$ cat config.mk
export PLATFORM = sky130hd
export DESIGN_NAME = length_crc32_frame_builder_flat
export DESIGN_NICKNAME = d
export VERILOG_FILES = /design/src/hdl/lfcf_pkg.sv /design/src/hdl/lfcf_if.sv /design/src/hdl/lfcf_in_reg.sv /design/src/hdl/lfcf_emitter.sv /design/src/hdl/lfcf_out_reg.sv /design/src/hdl/length_crc32_frame_builder.sv /design/src/flat_wrapper.sv
export SDC_FILE = /design/constraint.sdc
export NUM_CORES = 1
export LEC_CHECK = 0
export ABC_AREA = 1
export BUFFER_PORTS_ARGS = -buffer_cell sky130_fd_sc_hd__buf_2
export CORE_ASPECT_RATIO = 1.1
export CORE_MARGIN = 2
export CORE_UTILIZATION = 54
export CTS_CLUSTER_DIAMETER = 200
export CTS_CLUSTER_SIZE = 14
export DETAILED_ROUTE_END_ITERATION = 7
export PLACE_DENSITY = 0.77
export SYNTH_ARGS = -nofsm -noshare
export SYNTH_HDL_FRONTEND = slang
export SYNTH_SLANG_ARGS = --single-unit
$ cat constraint.sdc
create_clock -name clk -period 3.1 [get_ports clk]
set_input_delay 0.31 -clock clk [delete_from_list [all_inputs] [get_ports clk]]
set_output_delay 0.31 -clock clk [all_outputs]
set_load 0.02 [all_outputs]
$ cat src/hdl/lfcf_pkg.sv
// lfcf_pkg: shared types and constants of the length/crc32 frame builder
// depends on: nothing

package lfcf_pkg;

    // crc-32 polynomial, msb first, no reflection
    localparam logic [31:0] CRC_POLY = 32'h04C1_1DB7;

    // byte kind codes on the frame channel
    localparam logic [1:0] KIND_HEADER  = 2'd0;
    localparam logic [1:0] KIND_PAYLOAD = 2'd1;
    localparam logic [1:0] KIND_TRAILER = 2'd2;

    // one payload transfer
    typedef struct packed {
        logic [7:0]  data_byte;
        logic        first_byte;
        logic        last_byte;
        logic [15:0] payload_length;
    } item_t;

    // one frame byte transfer
    typedef struct packed {
        logic [7:0] out_byte;
        logic [1:0] byte_kind;
        logic       run_end;
        logic       frame_end;
    } frame_byte_t;

    // emitter to output register
    typedef struct packed {
        logic        load;
        frame_byte_t data;
    } emit_t;

    // which byte of the current item goes out next
    typedef enum logic [2:0] {
        PH_START,
        PH_HDR_HI,
        PH_HDR_LO,
        PH_DATA,
        PH_CRC3,
        PH_CRC2,
        PH_CRC1,
        PH_CRC0
    } phase_t;

endpackage

$ cat src/hdl/lfcf_if.sv
// lfcf_item_if / lfcf_frame_if: valid/ready channels of the frame builder
// depends on: nothing

interface lfcf_item_if;
    logic        valid;
    logic        ready;
    logic [7:0]  data_byte;
    logic        first_byte;
    logic        last_byte;
    logic [15:0] payload_length;

    modport source (output valid, data_byte, first_byte, last_byte, payload_length,
                    input ready);
    modport sink   (input valid, data_byte, first_byte, last_byte, payload_length,
                    output ready);
endinterface

interface lfcf_frame_if;
    logic       valid;
    logic       ready;
    logic [7:0] out_byte;
    logic [1:0] byte_kind;
    logic       run_end;
    logic       frame_end;

    modport source (output valid, out_byte, byte_kind, run_end, frame_end,
                    input ready);
    modport sink   (input valid, out_byte, byte_kind, run_end, frame_end,
                    output ready);
endinterface

$ cat src/hdl/lfcf_in_reg.sv
// lfcf_in_reg: holding register for the payload transfer being framed
// depends on: lfcf_pkg, lfcf_item_if

module lfcf_in_reg (
    input  logic           clk,
    input  logic           rst_n,
    lfcf_item_if.sink      payload,
    input  logic           take,
    output logic           item_valid,
    output lfcf_pkg::item_t item
);

    logic            valid_reg;
    logic            valid_next;
    lfcf_pkg::item_t item_reg;
    logic            accept;

    // room when empty or when the held item leaves this cycle
    assign payload.ready = !valid_reg || take;
    assign accept        = payload.valid && payload.ready;

    // valid flag
    always_comb
    begin
        valid_next = valid_reg;
        if (accept)
        begin
            valid_next = 1'b1;
        end
        else if (take)
        begin
            valid_next = 1'b0;
        end
    end

    always_ff @(posedge clk or negedge rst_n)
    begin
        if (!rst_n)
        begin
            valid_reg <= 1'b0;
        end
        else
        begin
            valid_reg <= valid_next;
        end
    end

    // payload capture
    always_ff @(posedge clk)
    begin
        if (accept)
        begin
            item_reg.data_byte      <= payload.data_byte;
            item_reg.first_byte     <= payload.first_byte;
            item_reg.last_byte      <= payload.last_byte;
            item_reg.payload_length <= payload.payload_length;
        end
    end

    assign item_valid = valid_reg;
    assign item       = item_reg;

endmodule

$ cat src/hdl/lfcf_emitter.sv
// lfcf_emitter: byte sequencer and running crc-32 of the frame builder
// depends on: lfcf_pkg

module lfcf_emitter (
    input  logic            clk,
    input  logic            rst_n,
    input  logic            item_valid,
    input  lfcf_pkg::item_t item,
    input  logic            space,
    output logic            take,
    output lfcf_pkg::emit_t emit
);

    lfcf_pkg::phase_t phase_reg;
    lfcf_pkg::phase_t phase_next;
    lfcf_pkg::phase_t cur;
    logic [31:0]      crc_reg;
    logic [31:0]      crc_next;
    logic [31:0]      crc_fed;
    logic [31:0]      crc_base;
    logic             load;
    logic             done;

    // one byte into the crc, eight shift steps
    function automatic logic [31:0] crc_feed(input logic [31:0] crc, input logic [7:0] b);
        logic [31:0] c;
        c = crc ^ {b, 24'h000000};
        for (int k = 0; k < 8; k++)
        begin
            if (c[31])
            begin
                c = {c[30:0], 1'b0} ^ lfcf_pkg::CRC_POLY;
            end
            else
            begin
                c = {c[30:0], 1'b0};
            end
        end
        return c;
    endfunction

    assign load = item_valid && space;

    // byte about to go out
    assign cur = (phase_reg != lfcf_pkg::PH_START) ? phase_reg :
                 (item.first_byte ? lfcf_pkg::PH_HDR_HI : lfcf_pkg::PH_DATA);

    // next state
    always_comb
    begin
        phase_next = phase_reg;
        if (load)
        begin
            unique case (cur)
                lfcf_pkg::PH_HDR_HI: phase_next = lfcf_pkg::PH_HDR_LO;
                lfcf_pkg::PH_HDR_LO: phase_next = lfcf_pkg::PH_DATA;
                lfcf_pkg::PH_DATA:   phase_next = item.last_byte ? lfcf_pkg::PH_CRC3
                                                                 : lfcf_pkg::PH_START;
                lfcf_pkg::PH_CRC3:   phase_next = lfcf_pkg::PH_CRC2;
                lfcf_pkg::PH_CRC2:   phase_next = lfcf_pkg::PH_CRC1;
                lfcf_pkg::PH_CRC1:   phase_next = lfcf_pkg::PH_CRC0;
                default:             phase_next = lfcf_pkg::PH_START;
            endcase
        end
    end

    assign done = load && (phase_next == lfcf_pkg::PH_START);
    assign take = done;

    // outputs: frame byte and crc update
    always_comb
    begin
        emit.load           = load;
        emit.data.run_end   = done;
        emit.data.frame_end = 1'b0;
        emit.data.byte_kind = lfcf_pkg::KIND_TRAILER;
        emit.data.out_byte  = 8'h00;
        crc_base            = crc_reg;
        unique case (cur)
            lfcf_pkg::PH_HDR_HI:
            begin
                emit.data.out_byte  = item.payload_length[15:8];
                emit.data.byte_kind = lfcf_pkg::KIND_HEADER;
                crc_base            = 32'h0000_0000;
            end
            lfcf_pkg::PH_HDR_LO:
            begin
                emit.data.out_byte  = item.payload_length[7:0];
                emit.data.byte_kind = lfcf_pkg::KIND_HEADER;
            end
            lfcf_pkg::PH_DATA:
            begin
                emit.data.out_byte  = item.data_byte;
                emit.data.byte_kind = lfcf_pkg::KIND_PAYLOAD;
            end
            lfcf_pkg::PH_CRC3: emit.data.out_byte = crc_reg[31:24];
            lfcf_pkg::PH_CRC2: emit.data.out_byte = crc_reg[23:16];
            lfcf_pkg::PH_CRC1: emit.data.out_byte = crc_reg[15:8];
            lfcf_pkg::PH_CRC0:
            begin
                emit.data.out_byte  = crc_reg[7:0];
                emit.data.frame_end = 1'b1;
            end
            default: emit.data.out_byte = 8'h00;
        endcase
    end

    assign crc_fed = crc_feed(crc_base, emit.data.out_byte);

    // header and payload bytes extend the crc, the last trailer byte clears it
    always_comb
    begin
        crc_next = crc_reg;
        if (load)
        begin
            priority if (emit.data.byte_kind != lfcf_pkg::KIND_TRAILER)
            begin
                crc_next = crc_fed;
            end
            else if (emit.data.frame_end)
            begin
                crc_next = 32'h0000_0000;
            end
            else
            begin
                crc_next = crc_reg;
            end
        end
    end

    always_ff @(posedge clk or negedge rst_n)
    begin
        if (!rst_n)
        begin
            phase_reg <= lfcf_pkg::PH_START;
            crc_reg   <= 32'h0000_0000;
        end
        else
        begin
            phase_reg <= phase_next;
            crc_reg   <= crc_next;
        end
    end

    // checks
    a_frame_end_closes_run: assert property (@(posedge clk) disable iff (!rst_n)
        load && emit.data.frame_end |-> emit.data.run_end)
        else $error("frame end without run end");

    a_crc_cleared: assert property (@(posedge clk) disable iff (!rst_n)
        load && cur == lfcf_pkg::PH_CRC0 |=> crc_reg == 32'h0000_0000)
        else $error("crc not cleared after trailer");

    a_header_needs_first: assert property (@(posedge clk) disable iff (!rst_n)
        load && cur == lfcf_pkg::PH_HDR_HI |-> item.first_byte)
        else $error("header emitted without first byte");

    a_stall_holds_phase: assert property (@(posedge clk) disable iff (!rst_n)
        !load |=> $stable(phase_reg))
        else $error("phase moved while stalled");

endmodule

$ cat src/hdl/lfcf_out_reg.sv
// lfcf_out_reg: output register of the frame byte channel
// depends on: lfcf_pkg, lfcf_frame_if

module lfcf_out_reg (
    input  logic            clk,
    input  logic            rst_n,
    input  lfcf_pkg::emit_t emit,
    output logic            space,
    lfcf_frame_if.source    frame
);

    logic                  valid_reg;
    logic                  valid_next;
    lfcf_pkg::frame_byte_t data_reg;

    // free when empty or the held byte leaves this cycle
    assign space = !valid_reg || frame.ready;

    always_comb
    begin
        valid_next = valid_reg;
        if (emit.load)
        begin
            valid_next = 1'b1;
        end
        else if (frame.ready)
        begin
            valid_next = 1'b0;
        end
    end

    always_ff @(posedge clk or negedge rst_n)
    begin
        if (!rst_n)
        begin
            valid_reg <= 1'b0;
        end
        else
        begin
            valid_reg <= valid_next;
        end
    end

    // payload capture
    always_ff @(posedge clk)
    begin
        if (emit.load)
        begin
            data_reg <= emit.data;
        end
    end

    assign frame.valid     = valid_reg;
    assign frame.out_byte  = data_reg.out_byte;
    assign frame.byte_kind = data_reg.byte_kind;
    assign frame.run_end   = data_reg.run_end;
    assign frame.frame_end = data_reg.frame_end;

endmodule

$ cat src/hdl/length_crc32_frame_builder.sv
// length_crc32_frame_builder: top level of the length-prefixed crc-32 framer
// depends on: lfcf_pkg, lfcf_if, lfcf_in_reg, lfcf_emitter, lfcf_out_reg

// Payload bytes enter on the payload channel and frame bytes leave on the frame
// channel, one byte per transfer. A transfer with first_byte set is preceded by
// a two-byte big-endian length header; one with last_byte set is followed by a
// four-byte big-endian crc-32 (poly 0x04C11DB7, msb first, init 0, no final
// xor) over header and payload. An item holds the emitter for its data byte,
// plus the header bytes if first_byte and the crc bytes if last_byte is set,
// since a single output register takes one frame byte per cycle while the
// frame channel is ready; plain payload bytes then stream at one per cycle.
// An input holding register and the output register decouple the channels,
// so a new payload byte is taken while the previous frame byte still waits.
// The first frame byte of an item passes the input, then the output register.

module length_crc32_frame_builder (
    input  logic         clk,
    input  logic         rst_n,
    lfcf_item_if.sink    payload,
    lfcf_frame_if.source frame
);

    logic            item_valid;
    lfcf_pkg::item_t item;
    logic            take;
    logic            space;
    lfcf_pkg::emit_t emit;

    lfcf_in_reg u_in_reg (
        .clk        (clk),
        .rst_n      (rst_n),
        .payload    (payload),
        .take       (take),
        .item_valid (item_valid),
        .item       (item)
    );

    lfcf_emitter u_emitter (
        .clk        (clk),
        .rst_n      (rst_n),
        .item_valid (item_valid),
        .item       (item),
        .space      (space),
        .take       (take),
        .emit       (emit)
    );

    lfcf_out_reg u_out_reg (
        .clk   (clk),
        .rst_n (rst_n),
        .emit  (emit),
        .space (space),
        .frame (frame)
    );

endmodule
$ cat src/flat_wrapper.sv
// flat-port wrapper written by rule: the top's interface ports become plain ports
module length_crc32_frame_builder_flat 
  (clk, rst_n, payload_valid, payload_data_byte, payload_first_byte, payload_last_byte, payload_payload_length, payload_ready, frame_valid, frame_out_byte, frame_byte_kind, frame_run_end, frame_frame_end, frame_ready);
  lfcf_item_if payload_i ();
  lfcf_frame_if frame_i ();
  input  logic clk;
  input  logic rst_n;
  input wire logic [$bits(payload_i.valid)-1:0] payload_valid;
  input wire logic [$bits(payload_i.data_byte)-1:0] payload_data_byte;
  input wire logic [$bits(payload_i.first_byte)-1:0] payload_first_byte;
  input wire logic [$bits(payload_i.last_byte)-1:0] payload_last_byte;
  input wire logic [$bits(payload_i.payload_length)-1:0] payload_payload_length;
  output wire logic [$bits(payload_i.ready)-1:0] payload_ready;
  output wire logic [$bits(frame_i.valid)-1:0] frame_valid;
  output wire logic [$bits(frame_i.out_byte)-1:0] frame_out_byte;
  output wire logic [$bits(frame_i.byte_kind)-1:0] frame_byte_kind;
  output wire logic [$bits(frame_i.run_end)-1:0] frame_run_end;
  output wire logic [$bits(frame_i.frame_end)-1:0] frame_frame_end;
  input wire logic [$bits(frame_i.ready)-1:0] frame_ready;
  assign payload_i.valid = payload_valid;
  assign payload_i.data_byte = payload_data_byte;
  assign payload_i.first_byte = payload_first_byte;
  assign payload_i.last_byte = payload_last_byte;
  assign payload_i.payload_length = payload_payload_length;
  assign payload_ready = payload_i.ready;
  assign frame_valid = frame_i.valid;
  assign frame_out_byte = frame_i.out_byte;
  assign frame_byte_kind = frame_i.byte_kind;
  assign frame_run_end = frame_i.run_end;
  assign frame_frame_end = frame_i.frame_end;
  assign frame_i.ready = frame_ready;
  length_crc32_frame_builder u_core (.clk(clk), .rst_n(rst_n), .payload(payload_i), .frame(frame_i));
endmodule
[Word level (Yosys, flattened, before mapping)]
Cells that the tools add are included.
Storage, ports and cells
  word-level logic and storage cells: 66
  register bits: 75
  output and inout bits: 14
Cells by class
  multiplexer cells: 23
  reductions and logical operators: 14
  equal/unequal tests: 8
  bitwise operators: 9
Operators by type and width (count)
  27-bit 2-to-1 mux: 8
  14-bit inverter: 8
  32-bit 2-to-1 mux: 3
  8-bit one-hot mux with 7 select lines: 1
  32-bit XOR: 1
  3-bit one-hot mux with 6 select lines: 1
  3-bit == test (second input constant): 4
  3-bit 2-to-1 mux: 3
  3-bit by 2-bit == test with 1-bit output (second input constant): 2
  2-bit nonzero test: 3
  1-bit 2-to-1 mux: 5
  2-bit one-hot mux with 2 select lines: 1
  3-bit by 1-bit == test with 1-bit output (second input constant): 1
  1-bit logical AND: 3
  3-bit logical NOT: 1
  3-bit nonzero test: 1
  1-bit logical NOT: 2
  1-bit logical OR: 2
  2-bit 2-to-1 mux: 1
  2-bit != test (second input constant): 1
  2-bit AND reduction: 1
  2-bit OR reduction: 1

[Logic depth before layout (Yosys ltp)]
  word-level depth: 22
  mapped depth: 20
  depth with buffers taken out: 19

[Cells and area by module]
From an unflattened synthesis, not the netlist that was laid out.
Unflattened totals
  cells, all modules: 584
  area total of the unflattened synthesis: 4525.6 µm²
Modules (own cells, without submodules)
  lfcf_emitter: cells each 535, instances 1, sequential area each 875.8 µm², area each 3294.4 µm²
  lfcf_in_reg: cells each 32, instances 1, sequential area each 805.8 µm², area each 825.8 µm²
  lfcf_out_reg: cells each 17, instances 1, sequential area each 385.4 µm², area each 405.4 µm²

[Least setup slack after synthesis]
No wires, ideal clock.
  kind: reg-to-reg
  start point: register u_core.u_emitter.phase_reg[0]
  end point: register u_core.u_in_reg.item_reg, in the netlist u_core.u_in_reg.item[0], enable pin
  slack: 0.002 ns
  library setup time: 0.418 ns
  stages on the path, launching flop included: 11
  data required time: 2.682 ns
  arrival time: 2.680 ns
  cells stage by stage: dfrtp_1 > buf_4 > nor2_1 > nand2_1 > nand2_4 > nand2_1 > a21oi_1 > a22oi_1 > nor2_1 > nand3_1 > a21oi_1
Between the ends
  word-level cells in the longest chain between the ends: 9
  elaborated cells between the ends (all ways): 14
  classes of those cells: 6 x eq/ne; 3 x mux; 5 x reduce/logical
Ends and longest elaborated chain
  start: declaration: line lfcf_emitter.sv:14  | lfcf_pkg::phase_t phase_reg;
  start signal: assignment: line lfcf_emitter.sv:135  | phase_reg <= lfcf_pkg::PH_START;
  start signal: assignment: line lfcf_emitter.sv:140  | phase_reg <= phase_next;
  3-bit nonzero test: line lfcf_emitter.sv:45  | assign cur = (phase_reg != lfcf_pkg::PH_START) ? phase_reg :
  3-bit 2-to-1 mux (*): line lfcf_emitter.sv:45
  3-bit == test (tied with other cells): line lfcf_emitter.sv:54  | unique case (cur)
  3-bit one-hot mux with 6 select lines (*): line lfcf_emitter.sv:54
  3-bit 2-to-1 mux (*): line lfcf_emitter.sv:52  | if (load)
  named net u_core.u_emitter.phase_next[2]: line lfcf_emitter.sv:15  | lfcf_pkg::phase_t phase_next;
  3-bit logical NOT (*): line lfcf_emitter.sv:67  | assign done = load && (phase_next == lfcf_pkg::PH_START);
  1-bit logical AND (*): line lfcf_emitter.sv:67
  1-bit logical OR (*): line lfcf_in_reg.sv:19  | assign payload.ready = !valid_reg || take;
  1-bit logical AND (*): line lfcf_in_reg.sv:20  | assign accept = payload.valid && payload.ready;
  named net u_core.u_in_reg.accept: line lfcf_in_reg.sv:16  | logic accept;
  end: declaration: line lfcf_in_reg.sv:15  | lfcf_pkg::item_t item_reg;
The timed path passes the listed nets; every way through them passes the cells marked *.
A chain may end at the register's enable or synchronous reset.

[Final worst setup path]
  start point: register u_core.u_emitter.phase_reg[0]
  end point: output payload_ready
Between the ends
  word-level cells in the longest chain between the ends: 8
  elaborated cells between the ends (all ways): 13
  classes of those cells: 6 x eq/ne; 3 x mux; 4 x reduce/logical
Ends and longest elaborated chain
  3-bit nonzero test: line lfcf_emitter.sv:45
  3-bit 2-to-1 mux (*): line lfcf_emitter.sv:45
  3-bit == test (tied with other cells): line lfcf_emitter.sv:54
  3-bit one-hot mux with 6 select lines (*): line lfcf_emitter.sv:54
  3-bit 2-to-1 mux (*): line lfcf_emitter.sv:52
  named net u_core.u_emitter.phase_next[2]: line lfcf_emitter.sv:15
  3-bit logical NOT (*): line lfcf_emitter.sv:67
  1-bit logical AND (*): line lfcf_emitter.sv:67
  1-bit logical OR (*): line lfcf_in_reg.sv:19
  end: declaration: line flat_wrapper.sv:13  | output wire logic [$bits(payload_i.ready)-1:0] payload_ready;
Marked as above.

==> run metrics <==
dpl hpwl=8430 um; vias per cell=around 5.6; clock sinks=75; routed vias=4089; most frequent cells in the layout=241 x nand2_1, 70 x nand3_1, 43 x buf_2; maxcap violations=0; Die Span Y=98.7 um; Worst slew margin=0.350; Max Buffers Root-to-Sink=2; clock slew at reported path FFs=~0.090 ns; largest family of logic cells by synthesized area=simple AND/OR/NAND/NOR gates; Die W=90.1 um; Synth Area in XOR/XNOR=0.0469; Inserted Diodes=0; Filler Cells Inserted=693; Rows=34; Mapped Cells=~580; endpoints failing setup=0; Final Util=0.627; Seq cells post-synth=75; largest net degree at the start of global routing=38; CTS Buf Count=9; Pins Over Slew Limit=0; status=finished clean; post-synthesis mux area share=0; Least-Margin Pin Slew=0.974 ns; Detail Route Antenna Nets=0; crit path max fanout=16; Final period util=0.900; Distinct cells, synth=31; final clock skew=a little under 0.009 ns; H-tree Lvls=3; TritonRoute pass-1 iters=5; vias in the first global route=3862; Critical Path Start=u_core.u_emitter.phase_reg[0]; Yosys top cell area share=0.259; # DRC=0; CP required=about 2.8 ns; Yosys Warn Count=0; GRT Total Usage=0.270; main flop type after synthesis=edfxtp_1; Clock Latency Late Sink=roughly 0.36 ns; leading area contributor after synthesis=edfxtp_1; Post-Synth Simple-Gate Area=0.374; adder-cell share of the synthesized area=0; startpoint types=flop; FF-to-FF Start=u_core.u_emitter.phase_reg[1]; Top-Level Pins=44; critical path class=flop to output port; FMAX=about 0.36 GHz; Nets=about 650; CTS tree=done; most common cell after layout, fill and taps aside=nand2_1; Initial Util=0.557; arrival time worst endpoint=about 2.5 ns; Mapped Avg Cell Area=between 7 and 8 um2; setup ws final=0.311 ns; Die ar.=0.00890 mm2; CP endpoint kind=output port; Routed wire per std cell=between 15 and 20 um; Core Box Area=a little under 0.008 mm2; path type of the worst min-delay path=input pin to async pin; gp weighted congestion=approximately 0.97; share of cells above drive strength 1=0.183; first-pass GRT wire length=approximately 19000 um; Synth async-reset ratio=0.493; final worst path period need=between 2 and 3 ns; net count after synthesis=606; # hold bufs at CTS=0; Post-synth EDFFs=38; final setup TNS=0 ns; IO Port Bufs=43; sequential share of the synthesized area=0.469; grt ovf=0; antenna violations before repair=0; P&R area growth vs syn=12.7%; Area contributors post-synth=edfxtp_1 26%, dfrtp_1 21%, nand2_1 21%; first-iteration detailed-routing DRC count=between 400 and 500; post-place setup slack=slightly below 0.3 ns; max reg flops=32; CTS root buffer=clkbuf_8; Routed WL=roughly 12000 um; Synth Area in Compound Gates=0.0472; RSZ-0062 raised after global routing=no; Mapped Area=roughly 0.0044 mm2; Final Hold Fails=0
-- final cells by class --
class | count | area [um2] | share of cell area
inverters | 51 | 194 | 0.0391
clock buffers | 9 | 124 | 0.0250
multi-input cells | 434 | 2060 | 0.416
flip-flops and latches | 75 | 2070 | 0.417
repair buffers | 48 | 253 | 0.0509
well taps | 108 | 135 | 0.0272
clock inverters | 7 | 123 | 0.0247
-- worst max-delay path, stage by stage (launching register included) --
cell	delay, ns
dfrtp_2	0.57
inv_4	0.09
nand2_1	0.14
nand2_1	0.10
inv_1	0.09
nand2_1	0.09
a21oi_1	0.36
a22oi_1	0.15
nor2_1	0.12
nand3_1	0.13
nand2_1	0.12
buf_2	0.17
-- through the flow --
| step | hold WS (ns) | instance area (um2) | instances |
|---|---|---|---|
| 4_1_cts | 0.102 | 4960 | 732 |
| 6_report | 0.0675 | 4960 | 732 |
| 3_5_place_dp | 0.484 | 4710 | 716 |
| 2_1_floorplan | 0.0144 | 4400 | 576 |
| 3_3_place_gp | 0.477 | 4710 | 716 |
| 5_1_grt | 0.106 | 4960 | 732 |
-- cells by family after synthesis --
kind of cell | Yosys count
AOI/OAI and AO/OA | 37
and+or+nand+nor | 376
DFF | 75
buffers and inverters | 67
xor gates and xnor gates | 21
-- cells in the mapped netlist (3+ instances only) --
library cell / n
nand4_1: 14
nand2_2: 23
o21ai_0: 18
inv_2: 7
nor2_2: 9
nand3_1: 70
edfxtp_1: 38
xor2_1: 15
buf_2: 6
nand2_4: 4
a21oi_1: 9
xnor2_1: 3
buf_4: 4
nand2_1: 241
dfrtp_1: 37
nor2_1: 14
clkbuf_1: 6
inv_1: 42
-- worst paths after layout --
kind,endpoint,slack (ns),depth (start not counted)
hold / removal,u_core.u_emitter.crc_reg[13],0.07,1
setup / recovery,payload_ready,0.31,11
max in group asynchronous,u_core.u_emitter.phase_reg[0],2.42,1
min in group clk,u_core.u_in_reg.item[9],0.12,1
setup reg to reg,u_core.u_emitter.crc_reg[12],0.43,16
hold reg to reg,u_core.u_out_reg.frame.valid,0.52,2
-- routing by layer --
metal  up-vias  part of all wire  GRT usage
li1       1946                 -          -
met1      1877              0.41      0.342
met2       218              0.46      0.433
met3        48             0.085     0.0612
met4         0             0.054      0.151
met5         -                 0          0
-- timing repair --
action | 4_1_cts | 5_1_grt
gates resized for setup | 0 | 2
setup endpoints to repair | 0 | 3
buffers inserted | 0 | 0
Power is not shown: default switching activity piles up to over one toggle a cycle in this logic, so the estimate is an artifact.
